$ cat src/assert_macros.svh
// ----------------------------------------------------------------------------
// assert_macros.svh
// assertion wrappers for the slot allocator rtl
// ----------------------------------------------------------------------------
`ifndef ASSERT_MACROS_SVH
`define ASSERT_MACROS_SVH

`ifndef SYNTHESIS

// property must hold at every rising clock edge outside reset
`define RCSA_ASSERT(lbl, clk, rstn, prop, msg) \
	lbl: assert property (@(posedge clk) disable iff (!rstn) prop) else $error(msg);

// expression must never be true outside reset
`define RCSA_ASSERT_NEVER(lbl, clk, rstn, expr, msg) \
	`RCSA_ASSERT(lbl, clk, rstn, !(expr), msg)

`else

`define RCSA_ASSERT(lbl, clk, rstn, prop, msg)
`define RCSA_ASSERT_NEVER(lbl, clk, rstn, expr, msg)

`endif

`endif

$ cat src/rcsa_pkg.sv
`timescale 1ns / 1ps
`default_nettype none
// ----------------------------------------------------------------------------
// rcsa_pkg
// field widths, operation and status codes and the result type of the
// reference counted slot allocator
// ----------------------------------------------------------------------------
package rcsa_pkg;

	// fixed field widths of the transfer payloads
	localparam int MODE_W      = 2;
	localparam int SLOT_W      = 9;
	localparam int STATUS_W    = 2;
	localparam int COUNT_OUT_W = 16;

	// default sizing
	localparam int SLOTS_DEF      = 512;
	localparam int COUNT_BITS_DEF = 16;

	// operation codes
	localparam logic [MODE_W-1:0] MODE_ALLOC = 2'd0;
	localparam logic [MODE_W-1:0] MODE_INC   = 2'd1;
	localparam logic [MODE_W-1:0] MODE_DEC   = 2'd2;
	localparam logic [MODE_W-1:0] MODE_PEEK  = 2'd3;

	// status codes
	localparam logic [STATUS_W-1:0] STATUS_OK   = 2'd0;
	localparam logic [STATUS_W-1:0] STATUS_FULL = 2'd1;
	localparam logic [STATUS_W-1:0] STATUS_BAD  = 2'd2;
	localparam logic [STATUS_W-1:0] STATUS_OVFL = 2'd3;

	// one result item
	typedef struct packed {
		logic [SLOT_W-1:0]      slot_out;
		logic [STATUS_W-1:0]    status;
		logic                   freed;
		logic [COUNT_OUT_W-1:0] count_out;
	} rsp_t;

endpackage
`default_nettype wire

$ cat src/rcsa_exec.sv
`timescale 1ns / 1ps
`default_nettype none
// ----------------------------------------------------------------------------
// rcsa_exec
// single pass operation logic: decodes the slot word, builds the result,
// the table write and the next free list state
// ----------------------------------------------------------------------------
module rcsa_exec #(
	parameter int SLOTS      = rcsa_pkg::SLOTS_DEF,
	parameter int COUNT_BITS = rcsa_pkg::COUNT_BITS_DEF
) (
	input  wire logic [rcsa_pkg::MODE_W-1:0] mode,
	input  wire logic [rcsa_pkg::SLOT_W-1:0] slot,
	input  wire logic [$clog2(SLOTS)-1:0]    rd_addr,
	input  wire logic [((COUNT_BITS > $clog2(SLOTS)) ? COUNT_BITS : $clog2(SLOTS)):0] rd_data,
	input  wire logic                        fwd_en,
	input  wire logic [((COUNT_BITS > $clog2(SLOTS)) ? COUNT_BITS : $clog2(SLOTS)):0] fwd_data,
	input  wire logic [$clog2(SLOTS)-1:0]    head_q,
	input  wire logic                        empty_q,
	input  wire logic [$clog2(SLOTS+1)-1:0]  wm_q,
	output rcsa_pkg::rsp_t                   res,
	output logic                             wr_en,
	output logic      [$clog2(SLOTS)-1:0]    wr_addr,
	output logic      [((COUNT_BITS > $clog2(SLOTS)) ? COUNT_BITS : $clog2(SLOTS)):0] wr_data,
	output logic      [$clog2(SLOTS)-1:0]    head_d,
	output logic                             empty_d,
	output logic      [$clog2(SLOTS+1)-1:0]  wm_d
);

	localparam int IDX_W  = $clog2(SLOTS);
	localparam int WM_W   = $clog2(SLOTS + 1);
	localparam int WORD_W = (COUNT_BITS > IDX_W) ? COUNT_BITS : IDX_W;
	localparam int MEM_W  = WORD_W + 1;

	logic                  untouched;
	logic [MEM_W-1:0]      entry;
	logic                  in_use;
	logic [WORD_W-1:0]     word;
	logic [COUNT_BITS-1:0] cnt;
	logic [COUNT_BITS-1:0] cnt_inc;
	logic [COUNT_BITS-1:0] cnt_dec;
	logic                  cnt_max;
	logic                  cnt_zero;
	logic                  cnt_one;
	logic                  slot_ok;
	logic                  link_last;
	logic [IDX_W-1:0]      link_idx;

	// entries at or above the watermark were never written and are read as the
	// reset chain i -> i+1 with the in-use bit clear
	assign untouched = WM_W'(rd_addr) >= wm_q;
	assign entry     = fwd_en ? fwd_data : (untouched ? '0 : rd_data);
	assign in_use    = entry[MEM_W-1];
	assign word      = entry[WORD_W-1:0];
	assign cnt       = word[COUNT_BITS-1:0];
	assign cnt_inc   = cnt + COUNT_BITS'(1);
	assign cnt_dec   = cnt - COUNT_BITS'(1);
	assign cnt_max   = cnt == '1;
	assign cnt_zero  = cnt == '0;
	assign cnt_one   = cnt == COUNT_BITS'(1);

	// slot must be in range, not the reserved slot and in use
	assign slot_ok = (32'(slot) < 32'(SLOTS)) && (slot != '0) && in_use;

	// link of the free list head
	always_comb begin
		if (untouched && !fwd_en) begin
			link_last = rd_addr == IDX_W'(SLOTS - 1);
			link_idx  = rd_addr + IDX_W'(1);
		end else begin
			link_last = ({1'b0, word} >= (WORD_W + 1)'(SLOTS)) || (word == WORD_W'(rd_addr));
			link_idx  = word[IDX_W-1:0];
		end
	end

	// operation decode
	always_comb begin
		res.slot_out  = slot;
		res.status    = rcsa_pkg::STATUS_OK;
		res.freed     = 1'b0;
		res.count_out = '0;
		wr_en         = 1'b0;
		wr_addr       = rd_addr;
		wr_data       = '0;
		head_d        = head_q;
		empty_d       = empty_q;
		wm_d          = wm_q;
		case (mode)
			rcsa_pkg::MODE_ALLOC: begin
				if (empty_q) begin
					res.slot_out = '0;
					res.status   = rcsa_pkg::STATUS_FULL;
				end else begin
					res.slot_out = rcsa_pkg::SLOT_W'(rd_addr);
					wr_en        = 1'b1;
					wr_data      = {1'b1, WORD_W'(0)};
					if (link_last) begin
						empty_d = 1'b1;
					end else begin
						head_d = link_idx;
					end
					if (untouched && !fwd_en) begin
						wm_d = wm_q + WM_W'(1);
					end
				end
			end
			rcsa_pkg::MODE_INC: begin
				if (!slot_ok) begin
					res.status = rcsa_pkg::STATUS_BAD;
				end else if (cnt_max) begin
					res.status    = rcsa_pkg::STATUS_OVFL;
					res.count_out = rcsa_pkg::COUNT_OUT_W'(cnt);
				end else begin
					wr_en         = 1'b1;
					wr_data       = {1'b1, WORD_W'(cnt_inc)};
					res.count_out = rcsa_pkg::COUNT_OUT_W'(cnt_inc);
				end
			end
			rcsa_pkg::MODE_DEC: begin
				if (!slot_ok || cnt_zero) begin
					res.status = rcsa_pkg::STATUS_BAD;
				end else if (cnt_one) begin
					// release: push the slot onto the free list
					wr_en     = 1'b1;
					wr_data   = {1'b0, WORD_W'(empty_q ? rd_addr : head_q)};
					head_d    = rd_addr;
					empty_d   = 1'b0;
					res.freed = 1'b1;
				end else begin
					wr_en         = 1'b1;
					wr_data       = {1'b1, WORD_W'(cnt_dec)};
					res.count_out = rcsa_pkg::COUNT_OUT_W'(cnt_dec);
				end
			end
			default: begin
				res.count_out = slot_ok ? rcsa_pkg::COUNT_OUT_W'(cnt) : '0;
			end
		endcase
	end

endmodule
`default_nettype wire

$ cat config.mk
export PLATFORM = sky130hd
export DESIGN_NAME = rcsa_exec
export DESIGN_NICKNAME = d
export VERILOG_FILES = /design/src/assert_macros.svh /design/src/rcsa_pkg.sv /design/src/rcsa_exec.sv
export SDC_FILE = /design/constraint.sdc
export NUM_CORES = 1
export LEC_CHECK = 0
export ABC_AREA = 1
export BUFFER_PORTS_ARGS = -buffer_cell sky130_fd_sc_hd__buf_2
export CAP_MARGIN = 30
export CELL_PAD_IN_SITES_DETAIL_PLACEMENT = 0
export CELL_PAD_IN_SITES_GLOBAL_PLACEMENT = 1
export CORE_MARGIN = 2
export CORE_UTILIZATION = 32
export DETAILED_ROUTE_END_ITERATION = 10
export PLACE_DENSITY = 0.92
export SLEW_MARGIN = 20
export SYNTH_ARGS = -nofsm -noshare
export SYNTH_HDL_FRONTEND = slang
export SYNTH_SLANG_ARGS = --single-unit
export TNS_END_PERCENT = 50
$ cat constraint.sdc
create_clock -name vclk -period 3.9
set_clock_uncertainty 0.05 [all_clocks]
set_input_delay 0.39 -clock vclk [all_inputs]
set_output_delay 0.39 -clock vclk [all_outputs]
set_load 0.1 [all_outputs]
# After elaboration in Yosys (flattened, before gate mapping)
# Index checks and enable logic that the tools add are counted.
# word_totals
register_bits	0
input_bits	75
out_inout_bits	75
elab_cells	65
# classes
n_addsub	4
n_lt_le_gt_ge	2
n_eq_ne	6
muxes	44
n_reduce_logical	9
# ops
operator	n
$mux W17	8
$mux W9	8
$mux W16	4
$pmux W17 S3	1
$pmux W16 S3	1
$mux W10	3
$pmux W9 S2	1
$add A16 B1 Y16 const B	1
$eq A16 B1 Y1 const B	1
$eq A16 B16 Y1 const B	1
$eq A16 B9 Y1	1
$ge A16 B10 Y1 const B	1
$logic_not A16 Y1	1
$sub A16 B1 Y16 const B	1
$mux W1	12
$add A10 B1 Y10 const B	1
$ge A9 B10 Y1	1
$add A9 B1 Y9 const B	1
$eq A9 B9 Y1 const B	1
$reduce_bool A9 Y1	1
$mux W2	3
$pmux W2 S3	1
$pmux W1 S3	1
$eq A2 B1 Y1 const B	1
other kinds (6)	9

# Depth between registers and ports, before layout
# logic_depth
word_depth	9
ltp_mapped	24
mapped_depth_nobuf	23

# Worst setup path after synthesis
# No wires, ideal clock.
# synth_timing
path_kind	input to output
start	in wm_q[5]
end	out res[0] in the netlist's numbering
t_arrival_ns	6.052
required_ns	3.460
slack_ns	-2.592
path_stages	17
path_buffers	0
cell_sequence	inv_1 -> ha_1 -> nand2_1 -> inv_1 -> nand2_1 -> nand2_1 -> nand2_1 -> nand3_4 -> o21ai_1 -> ha_1 -> nand2_2 -> nor2_1 -> nand2_1 -> nor3_1 -> nand3_1 -> ha_1 -> o311ai_0
# synth_lines
item	line_no	source
from (decl)	rcsa_exec.sv:20	input wire logic [$clog2(SLOTS+1)-1:0] wm_q,
to (decl)	rcsa_exec.sv:21	output rcsa_pkg::rsp_t res,

==> results.md <==
* Status: completed
* # clk buffers at 0
* Slowest-stage cell, CP: o311ai_4
* First DRT Iteration DRCs at 378
* Fmax at 267 MHz
* Synth unique cells at 48
* Hold Buf Count CTS at 0
* Minimum clock period at 3.74 ns
* Top cells by area, synth: nand2_1 18%, nand3_1 11%, xor2_1 7.8%, inv_1 7.0%, nor2_1 6.9%
* Final core utilization at 0.502
* RSZ-0062 raised after global routing: yes
* GPL Wtd Cong at 1.00
* DRC at 0
* Switching Share at 0.710
* CP Max Fanout at 12
* Die area at 11400 um^2
* WL per Instance at roughly 16 um
* Worst-Margin Slew at 0.616 ns
* Critical Path Source Type: input port
* Largest stage delay on the critical path at approximately 0.34 ns
* Buffers on Ports at 150
* Mapped Area at 3390 um^2
* Layout Nets at between 800 and 900
* Layout cell share with drive strength beyond 1 at 0.372
* Synthesized net count at 702
* Die width at 107 um
* Hold Crit Depth at 4
* Pin count of the biggest net entering global routing at 23
* Slew HR at 0.586
* Sw power at 0.782 mW
* Final WS setup at 0.155 ns
* Vias per cell at 5.22
* Routed wire length at between 10 and 15 mm
* GRT Overall Usage at 0.235
* Critical path capture point type: primary output
* Cell Rows at 37
* Post-DP HPWL at 11.7 mm
* Vias in the first global route at about 4300
* Worst EP arrival at 3.30 ns
* Endpoints failing setup at 0
* Hold Crit Class: in2out
* Synth Area per Inst at 5.55 um^2
* Crit Path Class: in2out
* Slew Limit Fails at 0
* Yosys warnings at 0
* Antenna Diode Count at 0
* Final worst path period share at 0.960
* Clock group share of total power at 0
* First-pass GRT wire length at 21.8 mm
* Seq pwr share at 0
* Via Count at 4667
* Area Overhead vs Synth at 52.5%
* Worst path cell trace: buf_2 > inv_12 > ha_4 > nand2_2 > a21oi_2 > nor2_2 > nand3_4 > nand2_8 > buf_12 > nand2_4 > inv_1 > nand2_1 > nor3_2 > nand2_2 > nor3_1 > nand3_1 > ha_1 > o311ai_4 > buf_12
* Grt total ovfl at 0
* Chip Height at approximately 110 um
* Core area at between 10000 and 15000 um^2
* Placed cell area at 5110 um^2
* Synth area leader: nand2_1
* LEAKAGE at 2.62 nW
* Maxcap violations at 0
* Ports at 150
* Yosys top cell area share at 0.183
* Worst EP required at roughly 3.5 ns
* Cells after Synth at about 600
* Sequential share of the synthesized area at 0
* P_int at 0.319 mW
* Worst Hold Path EP: head_d[1]
* Antenna viol nets, final at 0
* Max rail drop VDD at 113 uV
* Starting Density at 0.329
* Sequential cell count at 0
* Pre-CTS setup slack at 0.120 ns
* Drt first pass iters at 5
* Hold_sp: head_q[1]
* Finished Cell Area at 5160 um^2
* Register area at 0 um^2
* Hold slack at 1.14 ns
* Pwr dens at 213 nW/um^2
* Initial antenna violation count at 0
* Count of final hold-check violations at 0
* Combinational power share at 1.000
[cell type report]
class	count	area, um^2
Fill cell	1070	5110
Timing Repair Buffer	174	1600
Tap cell	136	170
Inverter	81	342
Multi-Input combinational cell	503	3050
[worst max path at each step]
stage               startpoint  depth (start not counted)  slack (ns)  endpoint
floorplan              wm_q[7]                         17       -0.33    res[0]
global placement       wm_q[7]                         19        0.19    res[0]
finish                 wm_q[7]                         19        0.16    res[0]
detailed placement     wm_q[7]                         19        0.12    res[0]
CTS                    wm_q[7]                         19        0.11    res[0]
global route           wm_q[7]                         19       -0.02    res[0]
[cells by family after synthesis]
| logic type | synth area share |
|---|---|
| xor+xnor | 0.0802 |
| buf+inv | 0.149 |
| fa+ha+maj | 0.0628 |
| compound gates | 0.155 |
| simple gates | 0.553 |
[cells in the final DEF (no fill, tap or decap), types with 2 or more instances in the layout]
master	Yosys	routed
nor4_2	1	2
buf_4	10	22
o21ai_0	27	23
nor2_1	62	61
o22ai_1	13	13
nand2_8	2	2
o31ai_1	2	2
xor2_1	30	30
inv_4	2	8
buf_12	1	45
nor2_2	8	8
nand4_1	12	12
nand2_4	10	11
o221ai_2	3	6
nand3b_1	3	3
nand3_2	3	3
buf_2	2	107
nor3_2	2	2
inv_2	15	15
nor3_1	9	9
ha_1	17	9
o211ai_1	4	4
o21ai_1	9	12
o21ai_2	6	7
ha_4	0	7
nor2_4	6	7
nand2_2	11	15
nand3_1	73	73
a21oi_2	3	3
inv_1	63	56
a21oi_1	5	5
nand2_1	165	160
[per-layer routing]
layer,wire [um],vias up,global-route usage
met3,1270,25,0.0286
met2,6170,250,0.378
met1,6150,2100,0.335
met4,332,0,0.0510
li1,-,2292,-
met5,0,-,0
[stage by stage]
step | power (mW) | setup TNS [ns] | cells
floorplan | 0.752 | -1.73 | 610
global placement | 1.08 | 0 | 892
detailed placement | 1.09 | 0 | 892
CTS | 1.09 | 0 | 892
global route | 1.15 | -0.0228 | 894
finish | 1.10 | 0 | 894
[what timing repair did]
item / 4_1_cts / 5_1_grt
buffers inserted: 0 / 2
endpoints found under the setup margin: 0 / 3
gates resized for setup: 0 / 5
[Yosys cell counts (all sizes together)]
cell and count:
nor3b 1, o311ai 3, or2 1, o22ai 13
nor4 2, o211ai 4, nand2 188, a21oi 8
o21ai 42, o221ai 6, nor2 77, nand3 77
and2 2, o32ai 1, xor2 30, o31ai 2
ha 17, nand4 13, xnor2 1, clkbuf 7
nor3 12, inv 81, nand3b 3, buf 19
[power groups by stage]
stage	clock network, mW	logic, mW	registers [mW]
after floorplan	0	0.752	0
after global placement	0	1.08	0
after detailed placement	0	1.09	0
after CTS	0	1.09	0
after global routing	0	1.15	0
final	0	1.10	0
[critical path, delay by kind of cell]
kind / cells / cell delay [ns]
AO/OA/AOI/OAI: 2 / 0.40
AND/OR/NAND/NOR: 10 / 1.24
buffers and inverters: 5 / 0.73
adder cells (fa/ha/maj): 2 / 0.56
No activity file was read; power rests on OpenSTA's default activity.
